**src/lhg_pkg.sv**
```systemverilog
// ----------------------------------------------------------------------------
// lhg_pkg
// Shared widths, constants and types of the leaped Halton point generator.
// ----------------------------------------------------------------------------
package lhg_pkg;

	localparam int NUM_BASES = 8;
	localparam int BASE_W    = 6;
	localparam int IDX_W     = $clog2(NUM_BASES);
	localparam int PT_W      = 24;
	localparam int COORD_W   = 32;
	localparam int LEAP      = 409;
	localparam int LEAP_W    = $clog2(LEAP + 1);
	// leaped index (p+1)*LEAP stays below 2^(PT_W+LEAP_W)
	localparam int N_W       = PT_W + LEAP_W;
	// b^k <= n*b, so the denominator fits in N_W+BASE_W bits
	localparam int DEN_W     = N_W + BASE_W;
	localparam int CNT_W     = $clog2((N_W > COORD_W) ? N_W : COORD_W);

	localparam logic [BASE_W-1:0] RESET_BASE [NUM_BASES] = '{
		6'd11, 6'd13, 6'd17, 6'd19, 6'd23, 6'd29, 6'd31, 6'd37
	};

	typedef enum logic [1:0] {
		LS_IDLE,
		LS_DIGIT,
		LS_FRAC,
		LS_DONE
	} lane_state_t;

	typedef struct packed {
		logic start;
		logic ack;
	} lane_ctl_t;

	typedef struct packed {
		logic idle;
		logic done;
	} lane_sts_t;

endpackage

```
**src/lhg_lane.sv**
```systemverilog
// ----------------------------------------------------------------------------
// lhg_lane
// One radical-inverse lane: bit-serial division by the base peels off the
// digits, the mirrored value and b^k accumulate, then a bit-serial restoring
// divider forms the Q0.32 fraction.
// ----------------------------------------------------------------------------
module lhg_lane (
	input  logic                         clk,
	input  logic                         arst_n,
	input  lhg_pkg::lane_ctl_t           ctl,
	input  logic [lhg_pkg::BASE_W-1:0]   base,
	input  logic [lhg_pkg::N_W-1:0]      index,
	output lhg_pkg::lane_sts_t           sts,
	output logic [lhg_pkg::COORD_W-1:0]  coord
);

	lhg_pkg::lane_state_t state_q, state_nxt;

	logic [lhg_pkg::N_W-1:0]              n_q;
	logic [lhg_pkg::BASE_W-1:0]           rem_q;
	logic [lhg_pkg::CNT_W-1:0]            cnt_q;
	logic [lhg_pkg::DEN_W-1:0]            mir_q;
	logic [lhg_pkg::DEN_W-1:0]            den_q;
	logic [lhg_pkg::DEN_W-1:0]            r_q;
	logic [lhg_pkg::COORD_W-1:0]          quo_q;

	logic [lhg_pkg::BASE_W:0]             trial;
	logic                                 dig_ge;
	logic [lhg_pkg::BASE_W:0]             trial_sub;
	logic [lhg_pkg::BASE_W-1:0]           dig_rem;
	logic [lhg_pkg::N_W-1:0]              quot;
	logic                                 quot_zero;
	logic                                 last_bit;
	logic [lhg_pkg::DEN_W+lhg_pkg::BASE_W-1:0] mir_prod;
	logic [lhg_pkg::DEN_W+lhg_pkg::BASE_W-1:0] den_prod;
	logic [lhg_pkg::DEN_W-1:0]            mir_next;
	logic [lhg_pkg::DEN_W:0]              r2;
	logic [lhg_pkg::DEN_W:0]              r2_sub;
	logic                                 fr_ge;
	logic                                 frac_last;
	logic                                 base_low;

	// digit step: shift one bit of n into the remainder
	assign trial     = {rem_q, n_q[lhg_pkg::N_W-1]};
	assign dig_ge    = trial >= {1'b0, base};
	assign trial_sub = trial - {1'b0, base};
	assign dig_rem   = dig_ge ? trial_sub[lhg_pkg::BASE_W-1:0] : trial[lhg_pkg::BASE_W-1:0];
	assign quot      = {n_q[lhg_pkg::N_W-2:0], dig_ge};
	assign quot_zero = (quot == '0);
	assign last_bit  = (cnt_q == lhg_pkg::CNT_W'(lhg_pkg::N_W - 1));
	assign mir_prod  = {lhg_pkg::BASE_W'(0), mir_q} * {lhg_pkg::DEN_W'(0), base};
	assign den_prod  = {lhg_pkg::BASE_W'(0), den_q} * {lhg_pkg::DEN_W'(0), base};
	assign mir_next  = mir_prod[lhg_pkg::DEN_W-1:0] + lhg_pkg::DEN_W'(dig_rem);

	// fraction step: restoring division, one quotient bit per cycle
	assign r2        = {r_q, 1'b0};
	assign r2_sub    = r2 - {1'b0, den_q};
	assign fr_ge     = r2 >= {1'b0, den_q};
	assign frac_last = (cnt_q == lhg_pkg::CNT_W'(lhg_pkg::COORD_W - 1));
	assign base_low  = (base < lhg_pkg::BASE_W'(2));

	always_comb begin
		state_nxt = state_q;
		unique case (state_q)
			lhg_pkg::LS_IDLE: begin
				if (ctl.start) begin
					state_nxt = base_low ? lhg_pkg::LS_DONE : lhg_pkg::LS_DIGIT;
				end
			end
			lhg_pkg::LS_DIGIT: begin
				if (last_bit && quot_zero) begin
					state_nxt = lhg_pkg::LS_FRAC;
				end
			end
			lhg_pkg::LS_FRAC: begin
				if (frac_last) begin
					state_nxt = lhg_pkg::LS_DONE;
				end
			end
			lhg_pkg::LS_DONE: begin
				if (ctl.ack) begin
					state_nxt = lhg_pkg::LS_IDLE;
				end
			end
			default: state_nxt = lhg_pkg::LS_IDLE;
		endcase
	end

	always_comb begin
		sts.idle = (state_q == lhg_pkg::LS_IDLE);
		sts.done = (state_q == lhg_pkg::LS_DONE);
		coord    = quo_q;
	end

	always_ff @(posedge clk or negedge arst_n) begin
		if (!arst_n) begin
			state_q <= lhg_pkg::LS_IDLE;
		end else begin
			state_q <= state_nxt;
		end
	end

	always_ff @(posedge clk) begin
		unique case (state_q)
			lhg_pkg::LS_IDLE: begin
				if (ctl.start) begin
					n_q   <= index;
					rem_q <= '0;
					cnt_q <= '0;
					mir_q <= '0;
					den_q <= lhg_pkg::DEN_W'(1);
					quo_q <= '0;
				end
			end
			lhg_pkg::LS_DIGIT: begin
				n_q <= quot;
				if (last_bit) begin
					rem_q <= '0;
					cnt_q <= '0;
					mir_q <= mir_next;
					den_q <= den_prod[lhg_pkg::DEN_W-1:0];
					r_q   <= mir_next;
				end else begin
					rem_q <= dig_rem;
					cnt_q <= cnt_q + lhg_pkg::CNT_W'(1);
				end
			end
			lhg_pkg::LS_FRAC: begin
				r_q   <= fr_ge ? r2_sub[lhg_pkg::DEN_W-1:0] : r2[lhg_pkg::DEN_W-1:0];
				quo_q <= {quo_q[lhg_pkg::COORD_W-2:0], fr_ge};
				cnt_q <= cnt_q + lhg_pkg::CNT_W'(1);
			end
			lhg_pkg::LS_DONE: begin
			end
			default: begin
			end
		endcase
	end

endmodule

```
**config.mk**
```make
export PLATFORM = sky130hd
export DESIGN_NAME = lhg_lane
export DESIGN_NICKNAME = d
export VERILOG_FILES = /design/src/lhg_pkg.sv /design/src/lhg_lane.sv
export SDC_FILE = /design/constraint.sdc
export NUM_CORES = 1
export LEC_CHECK = 0
export ABC_AREA = 1
export ABC_CLOCK_PERIOD_IN_PS = 9400
export BUFFER_PORTS_ARGS = -buffer_cell sky130_fd_sc_hd__buf_4
export CAP_MARGIN = 20
export CORE_ASPECT_RATIO = 0.7
export CORE_MARGIN = 2
export CORE_UTILIZATION = 60
export CTS_CLUSTER_DIAMETER = 200
export DETAILED_ROUTE_END_ITERATION = 8
export PLACE_DENSITY = 0.82
export RECOVER_POWER = 50
export SLEW_MARGIN = 20
export SYNTH_ARGS = -nofsm -noshare
export SYNTH_HDL_FRONTEND = slang
export SYNTH_SLANG_ARGS = --single-unit
export TNS_END_PERCENT = 20
```
**constraint.sdc**
```tcl
create_clock -name clk -period 9.4 [get_ports clk]
set_input_delay 2.35 -clock clk [delete_from_list [all_inputs] [get_ports clk]]
set_output_delay 2.35 -clock clk [all_outputs]
set_load 0.005 [all_outputs]
```
==> results.cfg, run 1 <==
[outcome]
status = finished, violations left
violations = max-capacitance violations, max-slew violations

[worst_setup_path]
arrival_ps = 7510
r2r_start = state_q[1]$_DFFE_PN0P_
reg2reg_slack_ps = 2340
crit_end = mir_q[29]$_SDFFCE_PN0P_
start_kind = primary input
end_kind = flop
cp_max_fo = 43
reg2regPathDepth = 7
startpoint = base[2]
required_ps = 9480
r2r-end = r_q[30]$_DFFE_PP_
crit_type = in -> reg

[clocking]
cts.path.max_buffers = 2
cts_sinks = 196
postCtsSetupRepairBufs = 0
cts_hold_buf = 0
h-tree-depth = 4
clkTransAtPathRegs_ps = 90
cts_inserted_buffers = 17
cts-root-buf = clkbuf_16
ctsResizeCount = 0
cts_tree = yes
clk_latency_ps = 480

[drt]
dr.pass1.iters = 6
post-route-drc-count = 0
num_vias = 24421
dr.first_iter.drc_count = 2963
wirelength_mm = 80.8
viasPerCell = 5.49
wl_per_cell_um = 18.2
ant_nets = 0

[cells_and_area]
antenna_cells = 0
syn2layout_area_growth_pct = 6.21
final_cells = 4452
fin_nets = 4339
drive_gt1_share_pct = 4.33

[sta]
slew_headroom_pct = -184
fmax_mhz = 135
tightest_slew_ps = 4260
setup_violations = 0
finClkSkew_ps = 18.2
rsz0062_at_grt = false
final_max_slew_viol_count = 227
period_minus_slack_ps = 7430
report.final.hold_viol_count = 0
timing.hold.ws_ps = 531
period_share_pct = 79.1
finalSetupTns_ps = 0
setup_ws_ps = 1970

[placement]
hpwlAfterDp_mm = 63.4
pre_cts_ws_ps = 1840
port_buffers = 76
dp_cells = 4419
gp_congestion = 1.05

[global_routing]
grt_overflow = 0
grt_pass1_vias = 23595
grt_pass1_wl_mm = 128
grt_max_degree = 84
antenna_found_initial = 1
grt.total_usage_pct = 35.8

[yosys]
synthCells = 3821
postSynthAreaPerCell_um2 = 7.03
ys.flop_type = edfxtp_1
yosys_warnings = 0
synth_top_area_share_pct = 21.7
ys_seq_area_share_pct = 21.9
synth_edf_count = 194
yosysUniqueCellTypes = 46
syn-num-nets = 4315
yosysTopAreaCell = edfxtp_1
synthArstFlopShare_pct = 1.02
synth_area_leaders = edfxtp_1 (22%), fa_1 (21%), nand2_1 (18%)
synth_most_common_cell = nand2_1
ys_ff_latch = 196
synth_area_um2 = 26900
synthTopCellsByCount = nand2_1 (1260), inv_1 (893), nor2_1 (316), fa_1 (279), edfxtp_1 (194)

[floorplan]
die-area_um2 = 46500
die_x_um = 257
start_util_pct = 61.1
num_io_pins = 77
chipHeight_um = 181
core_um2 = 44000
fp-row-count = 64

[min_path]
holdCritPathClass = reg -> reg

[flow_run]
max-cap-violations = 4
## cell families after synthesis
group           share of synthesized area (%)
xor+xnor                                 1.63
flops                                    21.9
fa+ha+maj                                28.8
buf+inv                                  13.9
simple gates                             27.9
compound gates                           6.01
## cells in the final DEF, fill, tap and decap left out, types with 11 or more instances in the layout
cell type  instances
nand2_1         1260
inv_1            893
nor2_1           316
fa_1             279
edfxtp_1         194
ha_1             172
nand3_1          142
a21oi_1          138
o21ai_0           90
clkbuf_4          57
nand4_1           41
xnor2_1           34
buf_4             25
o21bai_1          24
clkbuf_16         17
xor2_1            16
or2_2             15
nor3_1            14
nor2_2            13
o21ai_1           12
nor4_1            11
## how the worst min path moves through the flow
stage	start	end	slack, ps	cells after the start
6_report	coord[10]$_SDFFCE_PN0P_	coord[11]$_SDFFCE_PN0P_	530	2
2_1_floorplan	state_q[1]$_DFFE_PN0P_	state_q[1]$_DFFE_PN0P_	510	2
4_1_cts	coord[23]$_SDFFCE_PN0P_	coord[24]$_SDFFCE_PN0P_	540	2
3_5_place_dp	coord[23]$_SDFFCE_PN0P_	coord[24]$_SDFFCE_PN0P_	520	2
5_1_grt	coord[23]$_SDFFCE_PN0P_	coord[24]$_SDFFCE_PN0P_	570	2
3_3_place_gp	coord[8]$_SDFFCE_PN0P_	coord[9]$_SDFFCE_PN0P_	510	2
## state kept, by name, summed over array words and instances, names as in the netlist
register and flops:
cnt_q 6, coord 32, den_q 39, mir_q 39
n_q 33, r_q 39, rem_q 6, state_q 2
## stage by stage
| step | util (%) | cell area, um^2 |
|---|---|---|
| floorplan | - | 26900 |
| global placement | 63.6 | 28000 |
| detailed placement | 63.6 | 28000 |
| CTS | 65.0 | 28600 |
| global route | 64.9 | 28500 |
| finish | 64.9 | 28500 |
## area by class of cell
class / instances / area [um^2]
multi-input combinational: 2643 / 17300
tap: 594 / 743
sequential: 196 / 5880
clock buffer: 17 / 425
inverter: 898 / 3370
timing repair buffer: 89 / 642
fill: 3893 / 15400
clock inverter: 15 / 183
## worst max-delay path, cell delays in order
cell and delay, ps:
buf_4 510, buf_4 490, inv_1 140, ha_1 380
nand2_1 60, o21ai_0 250, a21oi_1 110, o21bai_1 190
nand2_1 140, nand2_1 230, o21ai_0 150, inv_1 90
ha_1 150, ha_1 350, inv_1 100, fa_1 420
inv_1 150, nand3_1 80, nand2_1 220, a21oi_1 190
o21ai_1 340, nand2_1 130, nand2_1 80, nand2_1 60
nand2_1 70, nor2_1 40
## layer usage
| metal | global-route usage (%) | share of wire, % | wire length (um) |
|---|---|---|---|
| met1 | 53.3 | 43 | 34800 |
| met2 | 47.7 | 38 | 30900 |
| met3 | 14.6 | 16 | 13100 |
| met4 | 9.12 | 2.5 | 2050 |
| met5 | 0 | 0 | 0 |
Power of run 1 is not shown: default switching activity piles up to over one toggle a cycle in this logic, so the estimate is an artifact.
==> run 2: changes to the inputs <==
Settings changed: ABC_CLOCK_PERIOD_IN_PS 9400 to 7010.
Clock period 9.4 ns to 7.01 ns, I/O delays scaled along.
==> results.cfg, run 2 (synthesized netlist as in run 1, its figures left out) <==
[outcome]
status = finished, violations left
violations = max-capacitance violations, max-slew violations

[global_routing]
antenna_found_initial = 0
grt_max_degree = 71
grt_overflow = 0
grt.total_usage_pct = 34.7
grt_pass1_vias = 23447
grt_pass1_wl_mm = 126

[clocking]
postCtsSetupRepairBufs = 0
cts_inserted_buffers = 17
h-tree-depth = 4
clkTransAtPathRegs_ps = 80
ctsResizeCount = 0
clk_latency_ps = 480
cts.path.max_buffers = 2
cts_hold_buf = 0
cts_sinks = 196
cts-root-buf = clkbuf_16
cts_tree = yes

[drt]
wirelength_mm = 77.9
viasPerCell = 5.48
dr.first_iter.drc_count = 2940
wl_per_cell_um = 17.5
num_vias = 24447
dr.pass1.iters = 6
post-route-drc-count = 0
ant_nets = 0

[floorplan]
die-area_um2 = 46500
core_um2 = 44000
fp-row-count = 64
die_x_um = 257
chipHeight_um = 181
num_io_pins = 77
start_util_pct = 61.1

[worst_setup_path]
max_stage_delay_ps = 580
end_kind = flop
r2r_start = mir_q[4]$_SDFFCE_PN0P_
required_ps = 7230
start_kind = primary input
crit_type = in -> reg
worstPathCellList = buf_4 -> inv_1 -> ha_1 -> nand2_1 -> o21ai_0 -> a21oi_1 -> o21bai_1 -> nand2_1 -> nand2_1 -> o21ai_0 -> fa_1 -> inv_1 -> ha_1 -> a21oi_1 -> nand2_1 -> a21oi_1 -> o21ai_1 -> xnor2_1 -> or2_1 -> nand2_1
startpoint = base[2]
slowest_stage = fa_1
arrival_ps = 6440
cp_max_fo = 27
crit_top_cell = nand2_1

[cells_and_area]
antenna_cells = 0
fin_nets = 4346
final_cells = 4459
final_common_cell = nand2_1
largestRegisters = den_q (39), mir_q (39), r_q (39)
finalInstanceArea_um2 = 28600
fin_util_pct = 65.1
mostFrequentLayoutCells = nand2_1 (1260), inv_1 (892), nor2_1 (316), fa_1 (279), edfxtp_1 (194)
drive_gt1_share_pct = 4.55
syn2layout_area_growth_pct = 6.55

[sta]
fmax_mhz = 161
finClkSkew_ps = 18.5
finalSetupTns_ps = 0
setup_violations = 0
tightest_slew_ps = 3170
period_minus_slack_ps = 6220
period_share_pct = 88.7
final_max_slew_viol_count = 208
rsz0062_at_grt = false
report.final.hold_viol_count = 0
slew_headroom_pct = -111

[placement]
hpwlAfterDp_mm = 62.1
place_area_um2 = 28100
gp_congestion = 1.05
dp_cells = 4426
port_buffers = 76

[min_path]
holdCritPathClass = reg -> reg
hp-start = coord[16]$_SDFFCE_PN0P_

[flow_run]
max-cap-violations = 4
==> run 2: worst max-delay path: cells and delay by family <==
family	cells	cell delay [ps]
AOI/OAI and AO/OA	7	1530
xor gates and xnor gates	1	390
adders and majority gates	3	1330
buffers and inverters	3	530
and+or+nand+nor	6	880
==> run 2: worst paths after layout <==
kind / to / slack [ps] / cells after the start
max: r_q[17]$_DFFE_PP_ / 790 / 20
min: coord[17]$_SDFFCE_PN0P_ / 540 / 2
max reg2reg: r_q[17]$_DFFE_PP_ / 2050 / 18
min reg2reg: coord[17]$_SDFFCE_PN0P_ / 540 / 2
max in group asynchronous: state_q[1]$_DFFE_PN0P_ / 5830 / 1
min in group asynchronous: state_q[0]$_DFFE_PN0P_ / 1050 / 1
==> run 2: cell type report <==
class                   count  area (um^2)
clock buffers              17          425
clock inverters            15          168
flip-flops and latches    196         5880
well taps                 594          743
fillers                  3852        15300
repair buffers             96          748
multi-input cells        2643        17300
inverters                 898         3370
==> run 2: metrics by stage <==
step / setup WS, ps / hold slack (ps)
detailed placement: 539 / 521
floorplan: 637 / 513
CTS: 1020 / 542
global route: 514 / 558
finish: 792 / 536
global placement: 651 / 515
==> run 2: per-layer routing <==
metal,GRT usage (%),wire [um]
met1,52.3,34200
met2,49.7,31700
met3,9.99,10800
met4,6.74,1250
met5,0,0
Power of run 2 is left out for the same reason.
